## src/rtl/core/mttb_pkg.sv

```systemverilog
// Package for the timer tick bank: beat payload types, action and bank codes,
// and the command/status structs between controller and datapath.
// Depends on nothing.
package mttb_pkg;

   // Field widths
   localparam int ACTION_W  = 3;
   localparam int GROUP_W   = 2;
   localparam int INDEX_W   = 6;
   localparam int IDXCMP_W  = INDEX_W + 1;
   localparam int VALUE_W   = 10;
   localparam int COUNT_W   = 11;
   localparam int SEC_SET_W = 8;
   localparam int SEC_CNT_W = 9;

   // Action codes
   localparam logic [ACTION_W-1:0] ACT_BASE_TICK = 3'd0;
   localparam logic [ACTION_W-1:0] ACT_SEC_TICK  = 3'd1;
   localparam logic [ACTION_W-1:0] ACT_WRITE     = 3'd2;
   localparam logic [ACTION_W-1:0] ACT_READ      = 3'd3;
   localparam logic [ACTION_W-1:0] ACT_CLEAR     = 3'd4;

   // Bank codes
   localparam logic [GROUP_W-1:0] GRP_AUTO = 2'd0;
   localparam logic [GROUP_W-1:0] GRP_DOWN = 2'd1;
   localparam logic [GROUP_W-1:0] GRP_SEC  = 2'd2;

   typedef struct packed {
      logic [ACTION_W-1:0] action;
      logic [GROUP_W-1:0]  group;
      logic [INDEX_W-1:0]  index;
      logic [VALUE_W-1:0]  value_in;
      logic                enable_in;
      logic                auto_in;
      logic                clear_flag;
   } req_type;

   typedef struct packed {
      logic               end_flag;
      logic               enabled;
      logic [COUNT_W-1:0] count;
      logic [VALUE_W-1:0] set_time;
      logic               any_end;
      logic               bad_index;
   } rsp_type;

   // Controller to datapath
   typedef struct packed {
      logic load;   // take the request beat, set up the pointer
      logic step;   // update the entry under the pointer, advance it
      logic exec;   // carry out the operation and load the result beat
   } cmd_type;

   // Datapath to controller
   typedef struct packed {
      logic new_tick;   // incoming beat is a tick
      logic walk_last;  // pointer is on the last entry of the walk
   } status_type;

endpackage

```

## src/rtl/core/mttb_ctrl.sv

```systemverilog
// Controller for the timer tick bank: sequences accept, bank walk and result.
// Depends on mttb_pkg.
module mttb_ctrl (
   input  logic                   clock,
   input  logic                   reset,
   input  logic                   req_valid,
   output logic                   req_ready,
   output logic                   rsp_valid,
   input  logic                   rsp_ready,
   input  mttb_pkg::status_type   status,
   output mttb_pkg::cmd_type      cmd
);

   typedef enum logic [2:0] {
      ST_IDLE = 3'b001,
      ST_WALK = 3'b010,
      ST_EXEC = 3'b100
   } state_type;

   state_type state_ff, state_in;
   logic      rsp_valid_ff, rsp_valid_in;
   logic      slot_free;

   // Result slot can take a new beat when empty or being drained
   assign slot_free = !rsp_valid_ff || rsp_ready;
   assign req_ready = (state_ff == ST_IDLE);
   assign rsp_valid = rsp_valid_ff;

   // Next state and commands
   always_comb begin
      state_in = state_ff;
      cmd      = '0;
      unique case (state_ff)
         ST_IDLE: begin
            if (req_valid) begin
               cmd.load = 1'b1;
               state_in = status.new_tick ? ST_WALK : ST_EXEC;
            end
         end
         ST_WALK: begin
            cmd.step = 1'b1;
            if (status.walk_last) begin
               state_in = ST_EXEC;
            end
         end
         ST_EXEC: begin
            if (slot_free) begin
               cmd.exec = 1'b1;
               state_in = ST_IDLE;
            end
         end
         default: begin
            state_in = ST_IDLE;
         end
      endcase
   end

   // Result valid flag
   always_comb begin
      if (cmd.exec) begin
         rsp_valid_in = 1'b1;
      end else if (rsp_ready) begin
         rsp_valid_in = 1'b0;
      end else begin
         rsp_valid_in = rsp_valid_ff;
      end
   end

   always_ff @(posedge clock) begin
      if (reset) begin
         state_ff     <= ST_IDLE;
         rsp_valid_ff <= 1'b0;
      end else begin
         state_ff     <= state_in;
         rsp_valid_ff <= rsp_valid_in;
      end
   end

   // A result is only loaded into a free slot
   assert property (@(posedge clock) disable iff (reset)
      cmd.exec |-> slot_free)
      else $error("result loaded over an undelivered beat");

   // Loading a result always presents it next cycle
   assert property (@(posedge clock) disable iff (reset)
      cmd.exec |=> rsp_valid)
      else $error("result beat lost after load");

   // Walk carries on until the last entry is reached
   assert property (@(posedge clock) disable iff (reset)
      (state_ff == ST_WALK && !status.walk_last) |=> (state_ff == ST_WALK))
      else $error("walk left early");

endmodule

```

## src/rtl/core/mttb_datapath.sv

```systemverilog
// Datapath for the timer tick bank: timer entry registers, walk pointer,
// end flag counter and result register. Depends on mttb_pkg.
module mttb_datapath #(
   parameter int AUTO_TIMERS   = 8,
   parameter int DOWN_TIMERS   = 8,
   parameter int SECOND_TIMERS = 8
) (
   input  logic                  clock,
   input  logic                  reset,
   input  mttb_pkg::req_type     req_data,
   input  mttb_pkg::cmd_type     cmd,
   output mttb_pkg::status_type  status,
   output mttb_pkg::rsp_type     rsp_data
);

   localparam int AAW       = (AUTO_TIMERS > 1) ? $clog2(AUTO_TIMERS) : 1;
   localparam int DAW       = (DOWN_TIMERS > 1) ? $clog2(DOWN_TIMERS) : 1;
   localparam int SAW       = (SECOND_TIMERS > 1) ? $clog2(SECOND_TIMERS) : 1;
   localparam int BASE_WALK = (AUTO_TIMERS > DOWN_TIMERS) ? AUTO_TIMERS : DOWN_TIMERS;
   localparam int ALL_TIMERS = AUTO_TIMERS + DOWN_TIMERS + SECOND_TIMERS;
   localparam int ECW       = $clog2(ALL_TIMERS + 1);

   typedef struct packed {
      logic [mttb_pkg::VALUE_W-1:0] set_time;
      logic [mttb_pkg::COUNT_W-1:0] count;
      logic                         enable;
      logic                         end_flag;
   } auto_entry_type;

   typedef struct packed {
      logic [mttb_pkg::VALUE_W-1:0] count;
      logic                         enable;
      logic                         end_flag;
   } down_entry_type;

   typedef struct packed {
      logic [mttb_pkg::SEC_SET_W-1:0] set_time;
      logic [mttb_pkg::SEC_CNT_W-1:0] count;
      logic                           enable;
      logic                           auto_mode;
      logic                           end_flag;
   } sec_entry_type;

   mttb_pkg::req_type           req_ff;
   logic [mttb_pkg::INDEX_W-1:0] ptr_ff, ptr_in;
   logic [ECW-1:0]              end_cnt_ff, end_cnt_in;
   mttb_pkg::rsp_type           rsp_ff, rsp_in;

   auto_entry_type auto_ff [AUTO_TIMERS];
   down_entry_type down_ff [DOWN_TIMERS];
   sec_entry_type  sec_ff  [SECOND_TIMERS];

   auto_entry_type auto_cur, auto_in;
   down_entry_type down_cur, down_in;
   sec_entry_type  sec_cur, sec_in;
   logic           auto_we, down_we, sec_we;
   logic           auto_set_end, down_set_end, sec_set_end, end_cleared;

   logic [AAW-1:0] aptr;
   logic [DAW-1:0] dptr;
   logic [SAW-1:0] sptr;
   logic [mttb_pkg::IDXCMP_W-1:0] ptr_ext;
   logic in_auto, in_down, in_sec;
   logic entry_ok, is_write, is_read, clear_all;
   logic base_walk, sec_walk;
   logic [mttb_pkg::COUNT_W-1:0]   auto_inc;
   logic [mttb_pkg::SEC_CNT_W-1:0] sec_inc;
   logic [ALL_TIMERS-1:0] end_vec;

   // Pointer views into each bank and range checks
   assign aptr    = ptr_ff[AAW-1:0];
   assign dptr    = ptr_ff[DAW-1:0];
   assign sptr    = ptr_ff[SAW-1:0];
   assign ptr_ext = {1'b0, ptr_ff};
   assign in_auto = ptr_ext < mttb_pkg::IDXCMP_W'(AUTO_TIMERS);
   assign in_down = ptr_ext < mttb_pkg::IDXCMP_W'(DOWN_TIMERS);
   assign in_sec  = ptr_ext < mttb_pkg::IDXCMP_W'(SECOND_TIMERS);

   assign auto_cur = in_auto ? auto_ff[aptr] : '0;
   assign down_cur = in_down ? down_ff[dptr] : '0;
   assign sec_cur  = in_sec  ? sec_ff[sptr]  : '0;

   // Entry under the latched request; the pointer holds its index
   always_comb begin
      case (req_ff.group)
         mttb_pkg::GRP_AUTO: entry_ok = in_auto;
         mttb_pkg::GRP_DOWN: entry_ok = in_down;
         mttb_pkg::GRP_SEC:  entry_ok = in_sec;
         default:            entry_ok = 1'b0;
      endcase
   end

   assign is_write  = cmd.exec && (req_ff.action == mttb_pkg::ACT_WRITE) && entry_ok;
   assign is_read   = cmd.exec && (req_ff.action == mttb_pkg::ACT_READ) && entry_ok;
   assign clear_all = cmd.exec && (req_ff.action == mttb_pkg::ACT_CLEAR);
   assign base_walk = cmd.step && (req_ff.action == mttb_pkg::ACT_BASE_TICK);
   assign sec_walk  = cmd.step && (req_ff.action == mttb_pkg::ACT_SEC_TICK);

   assign auto_inc = auto_cur.count + mttb_pkg::COUNT_W'(1);
   assign sec_inc  = sec_cur.count + mttb_pkg::SEC_CNT_W'(1);

   // Auto-reload bank entry update
   always_comb begin
      auto_in      = auto_cur;
      auto_we      = 1'b0;
      auto_set_end = 1'b0;
      if (base_walk && in_auto) begin
         auto_we = 1'b1;
         if (auto_cur.enable) begin
            if (auto_inc > {1'b0, auto_cur.set_time}) begin
               auto_in.count    = '0;
               auto_in.end_flag = 1'b1;
               auto_set_end     = !auto_cur.end_flag;
            end else begin
               auto_in.count = auto_inc;
            end
         end else begin
            auto_in.count = '0;
         end
      end else if (is_write && req_ff.group == mttb_pkg::GRP_AUTO) begin
         auto_we          = 1'b1;
         auto_in.set_time = req_ff.value_in;
         auto_in.enable   = req_ff.enable_in;
         auto_in.count    = '0;
      end else if (is_read && req_ff.group == mttb_pkg::GRP_AUTO && req_ff.clear_flag) begin
         auto_we          = 1'b1;
         auto_in.end_flag = 1'b0;
      end
   end

   // One-shot down bank entry update
   always_comb begin
      down_in      = down_cur;
      down_we      = 1'b0;
      down_set_end = 1'b0;
      if (base_walk && in_down) begin
         down_we = 1'b1;
         if (down_cur.enable) begin
            if (down_cur.count != '0) begin
               down_in.count = down_cur.count - mttb_pkg::VALUE_W'(1);
            end else begin
               down_in.enable   = 1'b0;
               down_in.end_flag = 1'b1;
               down_set_end     = !down_cur.end_flag;
            end
         end else begin
            down_in.count = '0;
         end
      end else if (is_write && req_ff.group == mttb_pkg::GRP_DOWN) begin
         down_we        = 1'b1;
         down_in.count  = req_ff.value_in;
         down_in.enable = req_ff.enable_in;
      end else if (is_read && req_ff.group == mttb_pkg::GRP_DOWN && req_ff.clear_flag) begin
         down_we          = 1'b1;
         down_in.end_flag = 1'b0;
      end
   end

   // Seconds bank entry update
   always_comb begin
      sec_in      = sec_cur;
      sec_we      = 1'b0;
      sec_set_end = 1'b0;
      if (sec_walk && in_sec) begin
         sec_we = 1'b1;
         if (sec_cur.enable) begin
            if (sec_inc > {1'b0, sec_cur.set_time}) begin
               sec_in.count    = '0;
               sec_in.end_flag = 1'b1;
               sec_in.enable   = sec_cur.auto_mode;
               sec_set_end     = !sec_cur.end_flag;
            end else begin
               sec_in.count = sec_inc;
            end
         end else begin
            sec_in.count = '0;
         end
      end else if (is_write && req_ff.group == mttb_pkg::GRP_SEC) begin
         sec_we           = 1'b1;
         sec_in.set_time  = req_ff.value_in[mttb_pkg::SEC_SET_W-1:0];
         sec_in.enable    = req_ff.enable_in;
         sec_in.auto_mode = req_ff.auto_in;
         sec_in.count     = '0;
      end else if (is_read && req_ff.group == mttb_pkg::GRP_SEC && req_ff.clear_flag) begin
         sec_we          = 1'b1;
         sec_in.end_flag = 1'b0;
      end
   end

   // Read side: flag reported before any clear
   always_comb begin
      rsp_in           = '0;
      end_cleared      = 1'b0;
      rsp_in.bad_index = ((req_ff.action == mttb_pkg::ACT_WRITE) ||
                          (req_ff.action == mttb_pkg::ACT_READ)) && !entry_ok;
      if (req_ff.action == mttb_pkg::ACT_READ && entry_ok) begin
         case (req_ff.group)
            mttb_pkg::GRP_AUTO: begin
               rsp_in.end_flag = auto_cur.end_flag;
               rsp_in.enabled  = auto_cur.enable;
               rsp_in.count    = auto_cur.count;
               rsp_in.set_time = auto_cur.set_time;
            end
            mttb_pkg::GRP_DOWN: begin
               rsp_in.end_flag = down_cur.end_flag;
               rsp_in.enabled  = down_cur.enable;
               rsp_in.count    = mttb_pkg::COUNT_W'(down_cur.count);
            end
            default: begin
               rsp_in.end_flag = sec_cur.end_flag;
               rsp_in.enabled  = sec_cur.enable;
               rsp_in.count    = mttb_pkg::COUNT_W'(sec_cur.count);
               rsp_in.set_time = mttb_pkg::VALUE_W'(sec_cur.set_time);
            end
         endcase
         end_cleared = is_read && req_ff.clear_flag && rsp_in.end_flag;
      end
      rsp_in.any_end = (end_cnt_in != '0);
   end

   // Running count of set end flags; at most one change per bank a cycle
   always_comb begin
      if (clear_all) begin
         end_cnt_in = '0;
      end else begin
         end_cnt_in = end_cnt_ff + ECW'(auto_set_end) + ECW'(down_set_end)
                      + ECW'(sec_set_end) - ECW'(end_cleared);
      end
   end

   // Pointer: request index for access, zero for a walk
   always_comb begin
      ptr_in = ptr_ff;
      if (cmd.load) begin
         ptr_in = status.new_tick ? '0 : req_data.index;
      end else if (cmd.step) begin
         ptr_in = ptr_ff + mttb_pkg::INDEX_W'(1);
      end
   end

   assign status.new_tick  = (req_data.action == mttb_pkg::ACT_BASE_TICK) ||
                             (req_data.action == mttb_pkg::ACT_SEC_TICK);
   assign status.walk_last = (req_ff.action == mttb_pkg::ACT_SEC_TICK) ?
                             (ptr_ff == mttb_pkg::INDEX_W'(SECOND_TIMERS - 1)) :
                             (ptr_ff == mttb_pkg::INDEX_W'(BASE_WALK - 1));

   // Request and result registers
   always_ff @(posedge clock) begin
      if (cmd.load) begin
         req_ff <= req_data;
      end
      if (cmd.exec) begin
         rsp_ff <= rsp_in;
      end
   end

   assign rsp_data = rsp_ff;

   // Control registers
   always_ff @(posedge clock) begin
      if (reset) begin
         ptr_ff     <= '0;
         end_cnt_ff <= '0;
      end else begin
         ptr_ff     <= ptr_in;
         end_cnt_ff <= end_cnt_in;
      end
   end

   // Timer entries
   always_ff @(posedge clock) begin
      if (reset || clear_all) begin
         for (int k = 0; k < AUTO_TIMERS; k++) begin
            auto_ff[k] <= '0;
         end
         for (int k = 0; k < DOWN_TIMERS; k++) begin
            down_ff[k] <= '0;
         end
         for (int k = 0; k < SECOND_TIMERS; k++) begin
            sec_ff[k] <= '0;
         end
      end else begin
         if (auto_we) begin
            auto_ff[aptr] <= auto_in;
         end
         if (down_we) begin
            down_ff[dptr] <= down_in;
         end
         if (sec_we) begin
            sec_ff[sptr] <= sec_in;
         end
      end
   end

   // Flat view of all end flags for checking the counter
   always_comb begin
      for (int k = 0; k < AUTO_TIMERS; k++) begin
         end_vec[k] = auto_ff[k].end_flag;
      end
      for (int k = 0; k < DOWN_TIMERS; k++) begin
         end_vec[AUTO_TIMERS + k] = down_ff[k].end_flag;
      end
      for (int k = 0; k < SECOND_TIMERS; k++) begin
         end_vec[AUTO_TIMERS + DOWN_TIMERS + k] = sec_ff[k].end_flag;
      end
   end

   // Counter tracks the end flags exactly
   assert property (@(posedge clock) disable iff (reset)
      end_cnt_ff == ECW'($countones(end_vec)))
      else $error("end flag counter out of step with entries");

   // A walk never writes beyond the last entry of its banks
   assert property (@(posedge clock) disable iff (reset)
      cmd.step |-> (ptr_ext < mttb_pkg::IDXCMP_W'(BASE_WALK) ||
                    ptr_ext < mttb_pkg::IDXCMP_W'(SECOND_TIMERS)))
      else $error("walk pointer out of range");

endmodule

```

## src/rtl/core/multi_timer_tick_bank.sv

```systemverilog
// Top level of the timer tick bank: controller plus datapath.
// Depends on mttb_pkg, mttb_ctrl and mttb_datapath.
//
//  channel  | direction | signals                         | payload
//  ---------+-----------+---------------------------------+----------------------
//  request  | in        | req_valid, req_ready, req_data  | mttb_pkg::req_type
//  response | out       | rsp_valid, rsp_ready, rsp_data  | mttb_pkg::rsp_type
//
// One request beat in gives exactly one response beat out; one beat at a time.
// Base tick: walks max(AUTO_TIMERS, DOWN_TIMERS) entries; seconds tick walks
// SECOND_TIMERS entries; the walk updates one entry per bank each cycle.
// Write, read, clear all and unknown actions go from accept straight to the result.
// A pending response beat does not block the next request; the result stage
// waits only when the previous beat is still not taken.
// Synchronous active-high reset clears every timer entry.
module multi_timer_tick_bank #(
   parameter int AUTO_TIMERS   = 8,
   parameter int DOWN_TIMERS   = 8,
   parameter int SECOND_TIMERS = 8
) (
   input  logic              clock,
   input  logic              reset,
   input  logic              req_valid,
   output logic              req_ready,
   input  mttb_pkg::req_type req_data,
   output logic              rsp_valid,
   input  logic              rsp_ready,
   output mttb_pkg::rsp_type rsp_data
);

   mttb_pkg::cmd_type    cmd;
   mttb_pkg::status_type status;

   mttb_ctrl u_ctrl (
      .clock     (clock),
      .reset     (reset),
      .req_valid (req_valid),
      .req_ready (req_ready),
      .rsp_valid (rsp_valid),
      .rsp_ready (rsp_ready),
      .status    (status),
      .cmd       (cmd)
   );

   mttb_datapath #(
      .AUTO_TIMERS   (AUTO_TIMERS),
      .DOWN_TIMERS   (DOWN_TIMERS),
      .SECOND_TIMERS (SECOND_TIMERS)
   ) u_datapath (
      .clock    (clock),
      .reset    (reset),
      .req_data (req_data),
      .cmd      (cmd),
      .status   (status),
      .rsp_data (rsp_data)
   );

endmodule
```

## config.mk

```make
export PLATFORM = sky130hd
export DESIGN_NAME = multi_timer_tick_bank
export DESIGN_NICKNAME = d
export VERILOG_FILES = /design/src/rtl/core/mttb_pkg.sv /design/src/rtl/core/mttb_ctrl.sv /design/src/rtl/core/mttb_datapath.sv /design/src/rtl/core/multi_timer_tick_bank.sv
export SDC_FILE = /design/constraint.sdc
export NUM_CORES = 1
export LEC_CHECK = 0
export BUFFER_PORTS_ARGS = -buffer_cell sky130_fd_sc_hd__buf_2
export CAP_MARGIN = 0
export CORE_UTILIZATION = 50
export DETAILED_ROUTE_END_ITERATION = 12
export GPL_TIMING_DRIVEN = 1
export PLACE_DENSITY = 0.75
export SLEW_MARGIN = 20
export SYNTH_ARGS = -nofsm -noshare
export SYNTH_HDL_FRONTEND = slang
export SYNTH_SLANG_ARGS = --single-unit
```

## constraint.sdc

```tcl
create_clock -name clock -period 9.85 [get_ports clock]
set_input_delay 0.4925 -clock clock [delete_from_list [all_inputs] [get_ports clock]]
set_output_delay 0.4925 -clock clock [all_outputs]
set_load 0.005 [all_outputs]
```

==> results.json <==
{
  "status": "finished, final reports clean",
  "synth_compound_area_share_pct": 7.65,
  "grt_start_max_net_pins": 55,
  "drv_cap": 0,
  "synth_edf_count": 483,
  "dpl.hpwl_um": 43300,
  "routed_wl_um": 68400,
  "multi_input_area_mm2": 0.00855,
  "start_util_pct": 50.6,
  "finalCriticalPeriod_ns": 7.26,
  "end_kind": "register",
  "root_buffer": "clkbuf_16",
  "switching_power_uw": 1390,
  "synthSimpleGateAreaFrac_pct": 13.1,
  "postCtsHoldBufs": 0,
  "syn2layout_area_growth_pct": 10.2,
  "cts_resized": 0,
  "yosysTopAreaCell": "edfxtp_1",
  "fillCellCount": 3801,
  "die_h_um": 222,
  "io_buffers": 54,
  "overflow": 0,
  "syn_inst": 1883,
  "drive_above_1_share_pct": 16.4,
  "die_w_um": 222,
  "yosys-top-cells-count": "edfxtp_1 (483), nor2_1 (420), a21oi_1 (149)",
  "critical_path_class": "register to register",
  "p_leak_uw": 0.00910,
  "insertion_delay_ns": 0.62,
  "startpoint_type": "register",
  "antenna_left": 0,
  "setup_violations": 0,
  "final_hold_viol_count": 0,
  "synth_nets": 1943,
  "p_seq_share_pct": 47.6,
  "core_mm2": 0.0476,
  "ys_top_cells_by_area": "edfxtp_1 (60%), mux4_2 (8.0%), nor2_1 (6.5%), mux2i_1 (3.6%), a21oi_1 (3.1%)",
  "tns_ns": 0,
  "final-seq-area_mm2": 0.0149,
  "clockBufferDepth": 3,
  "n_antenna_cell": 0,
  "slew_violations": 0,
  "grt_pass1_vias": 16300,
  "synth.top_cell.area_share_pct": 60.2,
  "viasPerCell": 6.54,
  "drcViolationCount": 0,
  "place_area_mm2": 0.0249,
  "antenna_found_initial": 2,
  "cp.arrival_ns": 7.57,
  "worstPathMaxFanout": 38,
  "synth_cell_types": 77,
  "grt_pass1_wl_um": 101000,
  "fin_crit_sh_pct": 73.7,
  "synthMuxAreaShare_pct": 12.4,
  "synth-adder-area-share_pct": 1.72,
  "ys_seq_elements": 501,
  "clkSlewWorstSetupHoldPaths_ns": 0.06,
  "async_flop_share_pct": 0,
  "cts_tree": "done",
  "vdd_drop_max_mv": 0.122,
  "worstPathRequired_ns": 10.16,
  "synth_top_family_by_area": "simple AND/OR/NAND/NOR gates",
  "syn_area_per_cell_um2": 12.8,
  "synthFlopType": "edfxtp_1",
  "die_area_mm2": 0.0491,
  "ys_seq_area_share_pct": 61.7,
  "power_frac_clock_pct": 38.0,
  "synth_most_common_cell": "edfxtp_1",
  "worst_pin_slew_ns": 1.20,
  "hp-class": "primary input to register",
  "cts-htree-levels": 2,
  "finClkSkew_ns": 0.0334,
  "final_nets": 1964,
  "drt_first_pass_iters": 6,
  "p_comb_share_pct": 14.4,
  "wl_per_cell_um": 26.7,
  "max_freq_mhz": 138,
  "track_usage_pct": 27.7,
  "rows": 80,
  "globalplace.congestion": 1.01,
  "cts_buffers": 50,
  "hold_path_startpoint": "req_data[8]",
  "clock-sinks": 501,
  "syn_area_mm2": 0.0241,
  "drtIter0Drc": 2447,
  "rsz0062_at_grt": "false",
  "ios": 55,
  "vias": 16700,
  "p_sw_share_pct": 26.9,
  "maxSlewHeadroom_pct": 19.6,
  "power.internal_uw": 3770,
  "synth_xor_area_share_pct": 0.545,
  "ys_warn_count": 0,
  "power_density_mw_per_mm2": 194,
  "post_cts_buffers": 0,
  "finalInstanceArea_mm2": 0.0266
}
-- placed cells by master, fill, tap and decap left out, types with 5 or more instances in the layout --
cell       netlist  final
bufinv_16        0      7
or2_2           12     12
nor2b_1         12     11
inv_1           32     31
xnor2_1         14     14
or3_1           10     10
a22o_1           5      5
a31oi_1         10     10
mux4_2          86     86
clkbuf_16        0     50
ha_1            30     30
dfxtp_1         18     15
mux2_2          14     14
nand4_1         10     10
buf_2           22     54
nor2_1         420    418
a22oi_1         29     29
clkinv_2         0     11
nor3_1          33     32
and2_1           9      9
clkinv_1         0      8
mux2i_1         87     87
nand3_1         29     29
nor4_1          13     13
clkbuf_1        72      9
o21ai_0         12     12
o2111ai_2        5      5
nand2_1        102    101
buf_4            9     40
a211oi_1        19     19
edfxtp_1       483    483
a21oi_1        149    149
nand2b_1        10     10
o21a_1           5      5
and3_1          11     11
o211ai_1         5      5
nor4b_1          6      6
-- layer usage --
metal  track usage, %  share of wire, %  up-vias
li1                 -                 -     7111
met5                0             0.039        -
met4             15.0               5.6        4
met2             42.5                46     1111
met3             6.31                11      224
met1             36.8                37     8289
-- through the flow --
| step | setup WS [ns] | hold WS, ns | utilization [%] | total power, uW | std cells |
|---|---|---|---|---|---|
| floorplan | 3.99 | 0.521 | - | 3000 | 1883 |
| global placement | 2.94 | 0.537 | 52.2 | 3200 | 2467 |
| detailed placement | 2.79 | 0.550 | 52.2 | 3220 | 2467 |
| CTS | 2.73 | 0.0254 | 55.8 | 5150 | 2561 |
| global route | 2.14 | 0.0413 | 55.8 | 5290 | 2561 |
| finish | 2.59 | 0.0481 | 55.8 | 5160 | 2561 |
-- critical path: stages (launching register included) --
cell and delay, ns:
dfxtp_2 0.67, buf_4 0.67, mux4_2 0.33, mux2i_1 0.14
nor2_1 0.27, ha_1 0.28, nand4_1 0.21, nor4_1 0.56
a21oi_1 0.18, or2_2 0.33, ha_1 0.20, a21oi_1 0.15
nor4b_1 0.43, nor2_1 0.13, inv_1 0.08, a311o_1 0.36
nand2b_1 0.18, fa_1 0.43, inv_1 0.10, ha_1 0.17
inv_1 0.05, fa_1 0.39, inv_1 0.08, a21o_1 0.11
a21oi_1 0.07, xnor2_1 0.20, a31oi_1 0.11
-- path summary, 6_finish.rpt --
kind / slack, ns / cells after the start / endpoint
min: 0.05 / 1 / u_datapath.req_ff[8]
min reg2reg: 0.56 / 2 / u_ctrl.rsp_valid
max: 2.59 / 26 / u_datapath.rsp_data[1]
max reg2reg: 2.59 / 26 / u_datapath.rsp_data[1]
-- registers in the layout, indices dropped and copies added (netlist names), named ones only --
register               cells
u_ctrl.rsp_valid           1
u_ctrl.state_ff            3
u_datapath.auto_ff       184
u_datapath.down_ff        96
u_datapath.end_cnt_ff      5
u_datapath.ptr_ff          6
u_datapath.req_ff         18
u_datapath.rsp_data       25
u_datapath.sec_ff        160
-- power by group through the flow --
| stage | sequential, uW | clock [uW] | combinational [uW] |
|---|---|---|---|
| floorplan | 2460 | 0 | 534 |
| global placement | 2500 | 0 | 704 |
| detailed placement | 2500 | 0 | 715 |
| CTS | 2460 | 1970 | 719 |
| global route | 2460 | 2040 | 783 |
| finish | 2460 | 1960 | 741 |
-- area by class of cell --
class	instances	share of cell area (%)
clock buffer	59	4.84
sequential	501	56.0
tap	615	2.90
multi-input combinational	1225	32.2
inverter	32	0.452
timing repair buffer	94	2.15
clock inverter	35	1.51
-- logic make-up after synthesis --
logic type	Yosys count
fa+ha+maj	32
compound gates	285
mux	188
simple gates	705
xor+xnor	15
flops	501
buf+inv	157
(Power assumes the default switching activity.)
